[config.mk]
export PLATFORM = sky130hd
export DESIGN_NAME = line_follow_pid_steering
export DESIGN_NICKNAME = d
export VERILOG_FILES = /design/src/hw/rtl/lfps_pkg.sv /design/src/hw/rtl/line_follow_pid_steering.sv /design/src/hw/rtl/lfps_div.sv
export SDC_FILE = /design/constraint.sdc
export NUM_CORES = 2
export LEC_CHECK = 0
export ABC_AREA = 1
export BUFFER_PORTS_ARGS = -buffer_cell sky130_fd_sc_hd__buf_2
export CORE_MARGIN = 2
export CORE_UTILIZATION = 65
export CTS_CLUSTER_SIZE = 16
export DETAILED_ROUTE_END_ITERATION = 10
export GPL_TIMING_DRIVEN = 0
export HOLD_SLACK_MARGIN = 0.03
export PLACE_DENSITY_LB_ADDON = 0.12
export SLEW_MARGIN = 20
export SYNTH_ARGS = -nofsm -noshare
export SYNTH_HDL_FRONTEND = slang
export SYNTH_HIERARCHICAL = 1
export SYNTH_SLANG_ARGS = --single-unit
[constraint.sdc]
create_clock -name clk -period 16.1 [get_ports clk]
set_input_delay 4.83 -clock clk [delete_from_list [all_inputs] [get_ports clk]]
set_output_delay 4.83 -clock clk [all_outputs]
set_load 0.05 [all_outputs]
[src/hw/rtl/lfps_pkg.sv]
package lfps_pkg;

  localparam int ERR_W   = 3;
  localparam int GAIN_W  = 8;
  localparam int LIMIT_W = 10;
  localparam int SPEED_W = 8;
  localparam int TIME_W  = 32;

  localparam int CFG_IDX_W  = 3;
  localparam int CFG_DATA_W = 10;

  localparam logic [CFG_IDX_W-1:0] CFG_PROP_GAIN   = 3'd0;
  localparam logic [CFG_IDX_W-1:0] CFG_INTEG_GAIN  = 3'd1;
  localparam logic [CFG_IDX_W-1:0] CFG_DERIV_GAIN  = 3'd2;
  localparam logic [CFG_IDX_W-1:0] CFG_INTEG_LIMIT = 3'd3;
  localparam logic [CFG_IDX_W-1:0] CFG_BASE_SPEED  = 3'd4;

  localparam logic [GAIN_W-1:0]  PROP_GAIN_RST   = 8'd10;
  localparam logic [GAIN_W-1:0]  INTEG_GAIN_RST  = 8'd0;
  localparam logic [GAIN_W-1:0]  DERIV_GAIN_RST  = 8'd0;
  localparam logic [LIMIT_W-1:0] INTEG_LIMIT_RST = 10'd10;
  localparam logic [SPEED_W-1:0] BASE_SPEED_RST  = 8'd45;

  // The error difference spans -6 to 6, so its magnitude times the gain and
  // the derivative scale bounds both the numerator and the quotient.
  localparam int DIFF_MAX = 6;
  localparam int DSCALE_W = 10;
  localparam logic [DSCALE_W-1:0] DSCALE = 10'd1000;
  localparam int DPROD_W = $clog2(DIFF_MAX * 255 + 1);
  localparam int MAG_W   = $clog2(DIFF_MAX * 255 * 1000 + 1);
  localparam int NUM_W   = TIME_W + 2;
  localparam int DEN_W   = TIME_W + 1;
  localparam int QUO_W   = MAG_W;
  localparam int DTERM_W = MAG_W + 1;
  localparam int PTERM_W = ERR_W + GAIN_W + 1;
  localparam int ITERM_W = LIMIT_W + 1;
  localparam int ADJ_W   = DTERM_W + 2;

  typedef struct packed {
    logic             start;
    logic [NUM_W-1:0] numer;
    logic [DEN_W-1:0] denom;
  } div_req_t;

  typedef struct packed {
    logic             done;
    logic [QUO_W-1:0] quot;
  } div_rsp_t;

  typedef enum logic [3:0] {
    OP_NOP,
    OP_ACCEPT,
    OP_DECODE,
    OP_UPDATE,
    OP_PRODUCTS,
    OP_SCALE,
    OP_DIV_LOAD,
    OP_ADJUST,
    OP_EMIT,
    OP_EMIT_LOST
  } op_t;

  typedef enum logic [2:0] {
    COND_ALWAYS,
    COND_IN_VALID,
    COND_LOST,
    COND_DT_ZERO,
    COND_DIV_DONE,
    COND_OUT_FREE
  } cond_t;

  localparam int PC_W = 4;

  localparam logic [PC_W-1:0] STEP_WAIT      = 4'd0;
  localparam logic [PC_W-1:0] STEP_DECODE    = 4'd1;
  localparam logic [PC_W-1:0] STEP_UPDATE    = 4'd2;
  localparam logic [PC_W-1:0] STEP_PRODUCTS  = 4'd3;
  localparam logic [PC_W-1:0] STEP_SCALE     = 4'd4;
  localparam logic [PC_W-1:0] STEP_DIV_LOAD  = 4'd5;
  localparam logic [PC_W-1:0] STEP_DIV_WAIT  = 4'd6;
  localparam logic [PC_W-1:0] STEP_ADJUST    = 4'd7;
  localparam logic [PC_W-1:0] STEP_EMIT      = 4'd8;
  localparam logic [PC_W-1:0] STEP_EMIT_LOST = 4'd9;

  // When cond holds the step jumps to target; otherwise it stays put if hold
  // is set and moves to the next step if not.
  typedef struct packed {
    op_t             op;
    cond_t           cond;
    logic            hold;
    logic [PC_W-1:0] target;
  } uword_t;

  function automatic uword_t ucode(input logic [PC_W-1:0] pc);
    uword_t w;
    unique case (pc)
      STEP_WAIT:      w = '{OP_ACCEPT,    COND_IN_VALID, 1'b1, STEP_DECODE};
      STEP_DECODE:    w = '{OP_DECODE,    COND_LOST,     1'b0, STEP_EMIT_LOST};
      STEP_UPDATE:    w = '{OP_UPDATE,    COND_ALWAYS,   1'b0, STEP_PRODUCTS};
      STEP_PRODUCTS:  w = '{OP_PRODUCTS,  COND_ALWAYS,   1'b0, STEP_SCALE};
      STEP_SCALE:     w = '{OP_SCALE,     COND_ALWAYS,   1'b0, STEP_DIV_LOAD};
      STEP_DIV_LOAD:  w = '{OP_DIV_LOAD,  COND_DT_ZERO,  1'b0, STEP_ADJUST};
      STEP_DIV_WAIT:  w = '{OP_NOP,       COND_DIV_DONE, 1'b1, STEP_ADJUST};
      STEP_ADJUST:    w = '{OP_ADJUST,    COND_ALWAYS,   1'b0, STEP_EMIT};
      STEP_EMIT:      w = '{OP_EMIT,      COND_OUT_FREE, 1'b1, STEP_WAIT};
      STEP_EMIT_LOST: w = '{OP_EMIT_LOST, COND_OUT_FREE, 1'b1, STEP_WAIT};
      default:        w = '{OP_NOP,       COND_ALWAYS,   1'b0, STEP_WAIT};
    endcase
    return w;
  endfunction

endpackage

[src/hw/rtl/line_follow_pid_steering.sv]
// Each accepted beat is decoded, folded into the tracking state, then run through
// products, scaling, the 21-step derivative divider, adjustment and emission; the
// divider is skipped when no time has passed since the change before last, and an
// indeterminate pattern goes straight to emission. A new beat is taken only once the
// last is emitted, but while the previous result waits; the divider dominates.
// Reset: synchronous, clears all tracking state and loads the register defaults.
module line_follow_pid_steering #(
  parameter int SUM_BITS  = 24,
  parameter int DRIVE_MAX = 255,
  localparam int DRIVE_W  = $clog2(DRIVE_MAX + 1) + 1
) (
  input  logic                                clk,
  input  logic                                rst,
  input  logic                                cfg_write,
  input  logic [lfps_pkg::CFG_IDX_W-1:0]      cfg_index,
  input  logic [lfps_pkg::CFG_DATA_W-1:0]     cfg_data,
  input  logic                                in_valid,
  output logic                                in_ready,
  input  logic                                left_sensor,
  input  logic                                centre_sensor,
  input  logic                                right_sensor,
  input  logic [lfps_pkg::TIME_W-1:0]         now_us,
  output logic                                out_valid,
  input  logic                                out_ready,
  output logic signed [DRIVE_W-1:0]           left_drive,
  output logic signed [DRIVE_W-1:0]           right_drive,
  output logic signed [lfps_pkg::ERR_W-1:0]   line_error,
  output logic                                line_lost
);

  localparam int ERR_W  = lfps_pkg::ERR_W;
  localparam int ADJ_W  = lfps_pkg::ADJ_W;
  localparam int PROD_W = SUM_BITS + lfps_pkg::GAIN_W + 1;
  localparam logic signed [ADJ_W:0] DMAX = (ADJ_W + 1)'(DRIVE_MAX);
  localparam logic signed [SUM_BITS-1:0] SUM_MAX = {1'b0, {(SUM_BITS - 1){1'b1}}};
  localparam logic signed [SUM_BITS-1:0] SUM_MIN = {1'b1, {(SUM_BITS - 1){1'b0}}};

  logic [lfps_pkg::GAIN_W-1:0]  prop_gain;
  logic [lfps_pkg::GAIN_W-1:0]  integ_gain;
  logic [lfps_pkg::GAIN_W-1:0]  deriv_gain;
  logic [lfps_pkg::LIMIT_W-1:0] integ_limit;
  logic [lfps_pkg::SPEED_W-1:0] base_speed;

  logic [lfps_pkg::PC_W-1:0]    pc;
  logic [lfps_pkg::PC_W-1:0]    pc_next;
  lfps_pkg::uword_t             uw;
  logic                         cond_true;

  logic [2:0]                   sens;
  logic [lfps_pkg::TIME_W-1:0]  now_r;
  logic signed [ERR_W-1:0]      err;
  logic signed [ERR_W-1:0]      err_c;
  logic                         lost_c;

  logic signed [ERR_W-1:0]      prev_error;
  logic signed [ERR_W-1:0]      prior_distinct_error;
  logic [lfps_pkg::TIME_W-1:0]  change_time;
  logic [lfps_pkg::TIME_W-1:0]  earlier_change_time;
  logic signed [SUM_BITS-1:0]   error_sum;
  logic signed [SUM_BITS:0]     sum_wide;
  logic signed [SUM_BITS-1:0]   sum_sat;

  logic signed [ERR_W:0]        diff;
  logic [ERR_W:0]               diff_abs;
  logic signed [PROD_W-1:0]     ip_prod;
  logic signed [PROD_W-1:0]     lim_pos;
  logic signed [PROD_W-1:0]     lim_neg;
  logic [lfps_pkg::DPROD_W-1:0] dprod;
  logic                         dneg;
  logic [lfps_pkg::TIME_W-1:0]  dt;
  logic                         dt_zero;
  logic signed [lfps_pkg::PTERM_W-1:0] pterm;
  logic signed [lfps_pkg::ITERM_W-1:0] iterm;
  logic [lfps_pkg::MAG_W-1:0]   mag;
  logic signed [lfps_pkg::DTERM_W-1:0] dterm;
  logic signed [ADJ_W-1:0]      adj;
  logic signed [ADJ_W:0]        base_s;
  logic signed [ADJ_W:0]        left_sum;
  logic signed [ADJ_W:0]        right_sum;

  logic                         out_free;
  logic                         emit;
  lfps_pkg::div_req_t           div_req;
  lfps_pkg::div_rsp_t           div_rsp;

  function automatic logic signed [DRIVE_W-1:0] sat_drive(input logic signed [ADJ_W:0] v);
    logic signed [ADJ_W:0] r;
    if (v > DMAX) begin
      r = DMAX;
    end else if (v < -DMAX) begin
      r = -DMAX;
    end else begin
      r = v;
    end
    return DRIVE_W'(r);
  endfunction

  always_ff @(posedge clk) begin
    if (rst) begin
      prop_gain   <= lfps_pkg::PROP_GAIN_RST;
      integ_gain  <= lfps_pkg::INTEG_GAIN_RST;
      deriv_gain  <= lfps_pkg::DERIV_GAIN_RST;
      integ_limit <= lfps_pkg::INTEG_LIMIT_RST;
      base_speed  <= lfps_pkg::BASE_SPEED_RST;
    end else if (cfg_write) begin
      case (cfg_index)
        lfps_pkg::CFG_PROP_GAIN:   prop_gain   <= cfg_data[lfps_pkg::GAIN_W-1:0];
        lfps_pkg::CFG_INTEG_GAIN:  integ_gain  <= cfg_data[lfps_pkg::GAIN_W-1:0];
        lfps_pkg::CFG_DERIV_GAIN:  deriv_gain  <= cfg_data[lfps_pkg::GAIN_W-1:0];
        lfps_pkg::CFG_INTEG_LIMIT: integ_limit <= cfg_data[lfps_pkg::LIMIT_W-1:0];
        lfps_pkg::CFG_BASE_SPEED:  base_speed  <= cfg_data[lfps_pkg::SPEED_W-1:0];
        default: ;
      endcase
    end
  end

  assign uw       = lfps_pkg::ucode(pc);
  assign in_ready = uw.op == lfps_pkg::OP_ACCEPT;
  assign out_free = !out_valid || out_ready;
  assign dt_zero  = dt == '0;

  always_comb begin
    unique case (uw.cond)
      lfps_pkg::COND_ALWAYS:   cond_true = 1'b1;
      lfps_pkg::COND_IN_VALID: cond_true = in_valid;
      lfps_pkg::COND_LOST:     cond_true = lost_c;
      lfps_pkg::COND_DT_ZERO:  cond_true = dt_zero;
      lfps_pkg::COND_DIV_DONE: cond_true = div_rsp.done;
      lfps_pkg::COND_OUT_FREE: cond_true = out_free;
      default:                 cond_true = 1'b1;
    endcase
    if (cond_true) begin
      pc_next = uw.target;
    end else if (uw.hold) begin
      pc_next = pc;
    end else begin
      pc_next = pc + lfps_pkg::PC_W'(1);
    end
  end

  always_ff @(posedge clk) begin
    if (rst) begin
      pc <= lfps_pkg::STEP_WAIT;
    end else begin
      pc <= pc_next;
    end
  end

  always_comb begin
    lost_c = 1'b0;
    err_c  = '0;
    case (sens)
      3'b010: err_c = ERR_W'(0);
      3'b110: err_c = ERR_W'(-1);
      3'b100: err_c = ERR_W'(-2);
      3'b011: err_c = ERR_W'(1);
      3'b001: err_c = ERR_W'(2);
      3'b000: begin
        if (prev_error > 0) begin
          err_c = ERR_W'(3);
        end else if (prev_error < 0) begin
          err_c = ERR_W'(-3);
        end else begin
          lost_c = 1'b1;
        end
      end
      default: lost_c = 1'b1;
    endcase
  end

  always_comb begin
    sum_wide = (SUM_BITS + 1)'(error_sum) + (SUM_BITS + 1)'(err);
    if (sum_wide[SUM_BITS] != sum_wide[SUM_BITS-1]) begin
      sum_sat = sum_wide[SUM_BITS] ? SUM_MIN : SUM_MAX;
    end else begin
      sum_sat = sum_wide[SUM_BITS-1:0];
    end
    diff     = (ERR_W + 1)'(err) - (ERR_W + 1)'(prior_distinct_error);
    diff_abs = diff[ERR_W] ? -diff : diff;
    lim_pos  = PROD_W'($signed({1'b0, integ_limit}));
    lim_neg  = -lim_pos;
    dterm    = dneg ? -$signed({1'b0, div_rsp.quot}) : $signed({1'b0, div_rsp.quot});
    if (dt_zero) begin
      dterm = '0;
    end
    base_s    = (ADJ_W + 1)'($signed({1'b0, base_speed}));
    left_sum  = base_s + (ADJ_W + 1)'(adj);
    right_sum = base_s - (ADJ_W + 1)'(adj);
  end

  always_ff @(posedge clk) begin
    if (rst) begin
      prev_error           <= '0;
      prior_distinct_error <= '0;
      change_time          <= '0;
      earlier_change_time  <= '0;
      error_sum            <= '0;
    end else if (uw.op == lfps_pkg::OP_UPDATE) begin
      if (err != prev_error) begin
        earlier_change_time  <= change_time;
        change_time          <= now_r;
        prior_distinct_error <= prev_error;
      end
      error_sum  <= sum_sat;
      prev_error <= err;
    end
  end

  always_ff @(posedge clk) begin
    case (uw.op)
      lfps_pkg::OP_ACCEPT: begin
        if (in_valid) begin
          sens  <= {left_sensor, centre_sensor, right_sensor};
          now_r <= now_us;
        end
      end
      lfps_pkg::OP_DECODE: begin
        err <= err_c;
      end
      lfps_pkg::OP_PRODUCTS: begin
        ip_prod <= PROD_W'(error_sum) * PROD_W'($signed({1'b0, integ_gain}));
        dprod   <= lfps_pkg::DPROD_W'(diff_abs) * lfps_pkg::DPROD_W'(deriv_gain);
        dneg    <= diff[ERR_W];
        dt      <= now_r - earlier_change_time;
        pterm   <= lfps_pkg::PTERM_W'(err) *
                   lfps_pkg::PTERM_W'($signed({1'b0, prop_gain}));
      end
      lfps_pkg::OP_SCALE: begin
        mag <= lfps_pkg::MAG_W'(dprod) * lfps_pkg::MAG_W'(lfps_pkg::DSCALE);
        if (ip_prod > lim_pos) begin
          iterm <= lfps_pkg::ITERM_W'(lim_pos);
        end else if (ip_prod < lim_neg) begin
          iterm <= lfps_pkg::ITERM_W'(lim_neg);
        end else begin
          iterm <= lfps_pkg::ITERM_W'(ip_prod);
        end
      end
      lfps_pkg::OP_ADJUST: begin
        adj <= ADJ_W'(pterm) + ADJ_W'(iterm) + ADJ_W'(dterm);
      end
      default: ;
    endcase
  end

  assign div_req.start = (uw.op == lfps_pkg::OP_DIV_LOAD) && !dt_zero;
  assign div_req.numer = lfps_pkg::NUM_W'({mag, 1'b0}) + lfps_pkg::NUM_W'(dt);
  assign div_req.denom = {dt, 1'b0};

  lfps_div u_div (
    .clk (clk),
    .rst (rst),
    .req (div_req),
    .rsp (div_rsp)
  );

  assign emit = out_free &&
                ((uw.op == lfps_pkg::OP_EMIT) || (uw.op == lfps_pkg::OP_EMIT_LOST));

  always_ff @(posedge clk) begin
    if (rst) begin
      out_valid <= 1'b0;
    end else if (emit) begin
      out_valid <= 1'b1;
    end else if (out_ready) begin
      out_valid <= 1'b0;
    end
  end

  always_ff @(posedge clk) begin
    if (emit) begin
      if (uw.op == lfps_pkg::OP_EMIT_LOST) begin
        left_drive  <= sat_drive(base_s);
        right_drive <= sat_drive(base_s);
        line_error  <= '0;
        line_lost   <= 1'b1;
      end else begin
        left_drive  <= sat_drive(left_sum);
        right_drive <= sat_drive(right_sum);
        line_error  <= err;
        line_lost   <= 1'b0;
      end
    end
  end

  a_div_idle_on_accept: assert property (@(posedge clk) disable iff (rst)
    in_ready |-> div_rsp.done)
    else $error("Divider still running when a new beat can be taken.");

  a_accept_to_decode: assert property (@(posedge clk) disable iff (rst)
    (in_valid && in_ready) |=> (pc == lfps_pkg::STEP_DECODE))
    else $error("Accepted beat did not move the sequencer to decode.");

  a_lost_result: assert property (@(posedge clk) disable iff (rst)
    (out_valid && line_lost) |-> ((left_drive == right_drive) && (line_error == '0)))
    else $error("Indeterminate result carries a steering correction.");

  a_prev_error_range: assert property (@(posedge clk) disable iff (rst)
    prev_error != ERR_W'(-4))
    else $error("Stored line error left its range.");

  a_iterm_clamped: assert property (@(posedge clk) disable iff (rst)
    (uw.op == lfps_pkg::OP_ADJUST) |->
      ((PROD_W'(iterm) <= lim_pos) && (PROD_W'(iterm) >= lim_neg)))
    else $error("Integral term exceeds its limit.");

endmodule

[src/hw/rtl/lfps_div.sv]
module lfps_div (
  input  logic              clk,
  input  logic              rst,
  input  lfps_pkg::div_req_t req,
  output lfps_pkg::div_rsp_t rsp
);

  localparam int CNT_W = $clog2(lfps_pkg::QUO_W + 1);

  logic                          busy;
  logic [CNT_W-1:0]              cnt;
  logic [lfps_pkg::DEN_W-1:0]    rem;
  logic [lfps_pkg::DEN_W-1:0]    denom;
  logic [lfps_pkg::QUO_W-1:0]    low;
  logic [lfps_pkg::DEN_W:0]      trial;
  logic                          fits;

  // The quotient is known to fit in QUO_W bits, so the upper numerator bits
  // start out as the partial remainder and only QUO_W steps remain.
  assign trial = {rem, low[lfps_pkg::QUO_W-1]};
  assign fits  = trial >= {1'b0, denom};

  always_ff @(posedge clk) begin
    if (rst) begin
      busy <= 1'b0;
      cnt  <= '0;
    end else if (req.start) begin
      busy <= 1'b1;
      cnt  <= CNT_W'(lfps_pkg::QUO_W);
    end else if (busy) begin
      cnt  <= cnt - CNT_W'(1);
      busy <= cnt != CNT_W'(1);
    end
  end

  always_ff @(posedge clk) begin
    if (req.start) begin
      rem   <= lfps_pkg::DEN_W'(req.numer[lfps_pkg::NUM_W-1:lfps_pkg::QUO_W]);
      low   <= req.numer[lfps_pkg::QUO_W-1:0];
      denom <= req.denom;
    end else if (busy) begin
      if (fits) begin
        rem <= lfps_pkg::DEN_W'(trial - {1'b0, denom});
      end else begin
        rem <= trial[lfps_pkg::DEN_W-1:0];
      end
      low <= {low[lfps_pkg::QUO_W-2:0], fits};
    end
  end

  assign rsp.done = !busy;
  assign rsp.quot = low;

  a_rem_below_denom: assert property (@(posedge clk) disable iff (rst)
    busy |-> (rem < denom))
    else $error("Divider remainder reached the divisor.");

  a_count_nonzero: assert property (@(posedge clk) disable iff (rst)
    busy |-> (cnt != '0))
    else $error("Divider busy with an empty step count.");

  a_start_when_idle: assert property (@(posedge clk) disable iff (rst)
    req.start |-> !busy)
    else $error("Divider started while a division was running.");

endmodule
==> flow_metrics.env <==
export IMPL_status="finished, final reports clean"
export IMPL_synthTopCellsByArea="edfxtp_1 (21%), fa_1 (12%), nand2_1 (11%)"
export IMPL_yosysMostFrequentCell="nand2_1"
export IMPL_mappedNetlistArea_sq_um=39000
export IMPL_wl_um=98500
export IMPL_core_area_sq_um=59100
export IMPL_cts_tree="built"
export IMPL_instances_no_fill=6020
export IMPL_ys_seq_area_share_pct=29.8
export IMPL_fin_crit_ns=7.00
export IMPL_crit_cells=12
export IMPL_fmax_mhz=143
export IMPL_synth_edf_count=268
export IMPL_critPathMaxFanout=8
export IMPL_ys_flop_type="edfxtp_1"
export IMPL_dr_first_iter_drc_count=2405
export IMPL_r2r_cells=18
export IMPL_slew_headroom_pct=33.7
export IMPL_cp_startpoint="out_ready"
export IMPL_placedCellCount=5924
export IMPL_area_growth_pct=8.44
export IMPL_fin_skew_ns=0.0489
export IMPL_htreeDepth=2
export IMPL_seqPwrFrac_pct=27.2
export IMPL_yosysTopAreaCell="edfxtp_1"
export IMPL_crit_family="simple AND/OR/NAND/NOR gates"
export IMPL_grt_pass1_vias=31700
export IMPL_ys_ff_latch=447
export IMPL_clkLatencyLatePin_ns=0.65
export IMPL_ys_async_sr_fraction_pct=0
export IMPL_routedWlPerCell_um=16.4
export IMPL_synth_warnings=6
export IMPL_cp_start_kind="input pin"
export IMPL_p_clk_share_pct=17.1
export IMPL_finalWeightedCongestion=0.987
export IMPL_whs_ns=0.455
export IMPL_grt_ovfl_total=0
export IMPL_critical_path_required_ns=16.64
export IMPL_finalSetupTns_ns=0
export IMPL_peakVddDrop_mv=0.165
export IMPL_antenna_found_initial=0
export IMPL_worst_pin_slew_ns=0.994
export IMPL_leakage_nw=21.3
export IMPL_synth_mux_area_share_pct=0
export IMPL_syn_area_per_cell_sq_um=7.71
export IMPL_cts_setup_buffers=0
export IMPL_yosys_area_share_simple_pct=22.6
export IMPL_synth_top_cell_area_share_pct=20.6
export IMPL_cts_root_buf="clkbuf_16"
export IMPL_cp_slowest_cell="nor2_1"
export IMPL_crit_type="in -> reg"
export IMPL_antenna_left=0
export IMPL_io_buffers=76
export IMPL_cp_data_arrival_time_ns=7.54
export IMPL_worstHoldPathType="reg -> reg"
export IMPL_rsz0062_at_grt="false"
export IMPL_slew_violations=0
export IMPL_vias_per_cell=5.55
export IMPL_reg2reg_from="integ_gain[4]"
export IMPL_die_area_sq_um=62000
export IMPL_insertedDiodeCount=0
export IMPL_dieWidth_um=249
export IMPL_worstHoldStart="earlier_change_time[5]"
export IMPL_dp_slack_ns=8.61
export IMPL_synth_distinct_cells=59
export IMPL_design_portCount=77
export IMPL_synth_compound_area_share_pct=9.64
export IMPL_start_util_pct=66.0
export IMPL_fillerInstances=4793
export IMPL_grt_max_degree=36
export IMPL_grt_pass1_wl_um=160000
export IMPL_holdPathStages=2
export IMPL_hpwl_um=79300
export IMPL_postSynthCellCount=5056
export IMPL_setup_violations=0
export IMPL_grt_use_total_pct=31.9
export IMPL_clk_pin_slew_worst_paths_ns=0.06
export IMPL_dieHeight_um=249
export IMPL_rows=89
export IMPL_cts_resized_gates=0
export IMPL_layout_drive_gt1_share_pct=6.54
export IMPL_hold_buffers=0
export IMPL_fin_nets=5831
export IMPL_clock_sinks=447
export IMPL_critPathCaptureType="flip-flop"
export IMPL_ys_top_cells_by_count="nand2_1 (1,161), inv_1 (899), nor2_1 (410)"
export IMPL_slowest_delay_ns=0.72
export IMPL_firstDrtPassIters=6
export IMPL_via_count=33400
export IMPL_cts_max_path_buffers=3
export IMPL_p_per_area_nw_per_um2=162
export IMPL_crit_chain="buf_2 -> nor2_1 -> o21ai_0 -> a21o_1 -> nand2_2 -> o21ai_0 -> nor2_1 -> inv_1 -> ha_1 -> nand3_1 -> nand3_1 -> nand2_1"
export IMPL_finalHoldViolCount=0
export IMPL_cap_violations=0
export IMPL_drc=0
export IMPL_worst_path_buf_inv=2
export IMPL_min_period_over_period_pct=43.5
export IMPL_synth_top_family_by_area="adder cells"
export IMPL_p_comb_share_pct=55.6
export IMPL_cts_buffers=51
export IMPL_p_int_mw=3.67
export IMPL_synthAdderAreaFrac_pct=22.9
export IMPL_synth_xor_area_share_pct=4.53
export IMPL_p_switching_mw=3.17
export IMPL_finalWorstSetupSlack_ns=9.10
export IMPL_switching_share_pct=46.3
-- final timing paths --
kind / end / slack (ns)
min: earlier_change_time[5] / 0.46
max reg2reg: ip_prod[19] / 10.13
max: uw[8] / 9.10
min reg2reg: earlier_change_time[5] / 0.46
-- final cells by class --
class,instances,area (sq um),area share (%)
buffer,133,582,1.38
clock buffer,68,1450,3.43
clock inverter,28,273,0.645
inverter,932,3500,8.27
multi-input combinational,3545,23300,55.2
sequential,447,11600,27.5
tap,773,967,2.29
timing repair buffer,94,558,1.32
-- per-layer routing --
metal / GRT usage (%) / wire [um] / up-vias
met2: 52.1 / 44800 / 1134
met3: 4.45 / 7240 / 189
li1: - / - / 16400
met5: 0 / 0 / -
met1: 44.1 / 43300 / 15700
met4: 10.0 / 3180 / 0
-- power by group through the flow --
stage	Combinational, mW	Sequential [mW]	Clock [mW]
floorplan	2.83	1.84	0
finish	3.81	1.86	1.17
global route	4.30	1.89	1.23
global placement	3.63	1.89	0
CTS	3.77	1.86	1.19
detailed placement	3.74	1.88	0
-- sequential cells by signal (all words and copies together), names as in the netlist, 21 cells and up --
name,count
ip_prod,33
u_div/denom,33
u_div/rem,33
change_time,32
dt,32
earlier_change_time,32
now_r,32
error_sum,24
adj,23
u_div/low,21
-- through the flow --
stage,util (%),power (mW),area (sq um)
global route,71.5,7.43,42300
floorplan,-,4.68,39000
CTS,71.5,6.82,42300
global placement,68.2,5.53,40400
finish,71.5,6.85,42300
detailed placement,68.6,5.62,40600
-- cell usage in the layout, fill, tap and decap left out, types with 9 or more instances in the layout --
cell type  synthesis  routed
nand2_1         1161    1161
inv_1            899     898
nor2_1           410     407
ha_1             340     340
a21oi_1          338     338
edfxtp_1         268     268
o21ai_0          260     260
nand3_1          237     237
fa_1             234     234
dfxtp_1          179     179
xor2_1           129     129
clkbuf_1          99     105
buf_2             21      97
xnor2_1           69      69
nor3_1            66      63
clkbuf_16          0      52
nand4_1           33      33
inv_2             31      32
nand3b_1          31      31
nand2_2           30      30
nor4_1            23      23
nor2_2            17      17
o21bai_1          17      17
a21o_1            17      17
buf_4              5      17
o211ai_1          13      13
a31oi_1           12      12
or2_2             11      11
clkinv_2           0      11
and2_1            10      10
nor2_4             7      10
a21boi_0           9       9
clkbuf_8           0       9
buf_6              5       9
-- worst reg2reg max path, cell delays in order, from the launching register on --
cell	delay, ns
dfxtp_1	0.31
clkbuf_1	0.39
clkbuf_1	0.53
nand2_1	0.16
fa_1	0.50
fa_1	0.49
inv_1	0.05
fa_1	0.53
inv_1	0.07
fa_1	0.58
inv_1	0.06
ha_1	0.34
a21oi_1	0.21
a21boi_0	0.49
o21ai_0	0.22
a21oi_1	0.28
o21ai_0	0.20
a21oi_1	0.20
xnor2_1	0.08
-- logic make-up after synthesis --
| kind of cell | after synthesis |
|---|---|
| AND/OR/NAND/NOR | 2066 |
| AO/OA/AOI/OAI | 703 |
| XOR/XNOR | 200 |
| other | 1 |
| adder cells (fa/ha/maj) | 574 |
| buffers and inverters | 1065 |
| flip-flops | 447 |
No activity file was read; power rests on OpenSTA's default activity.
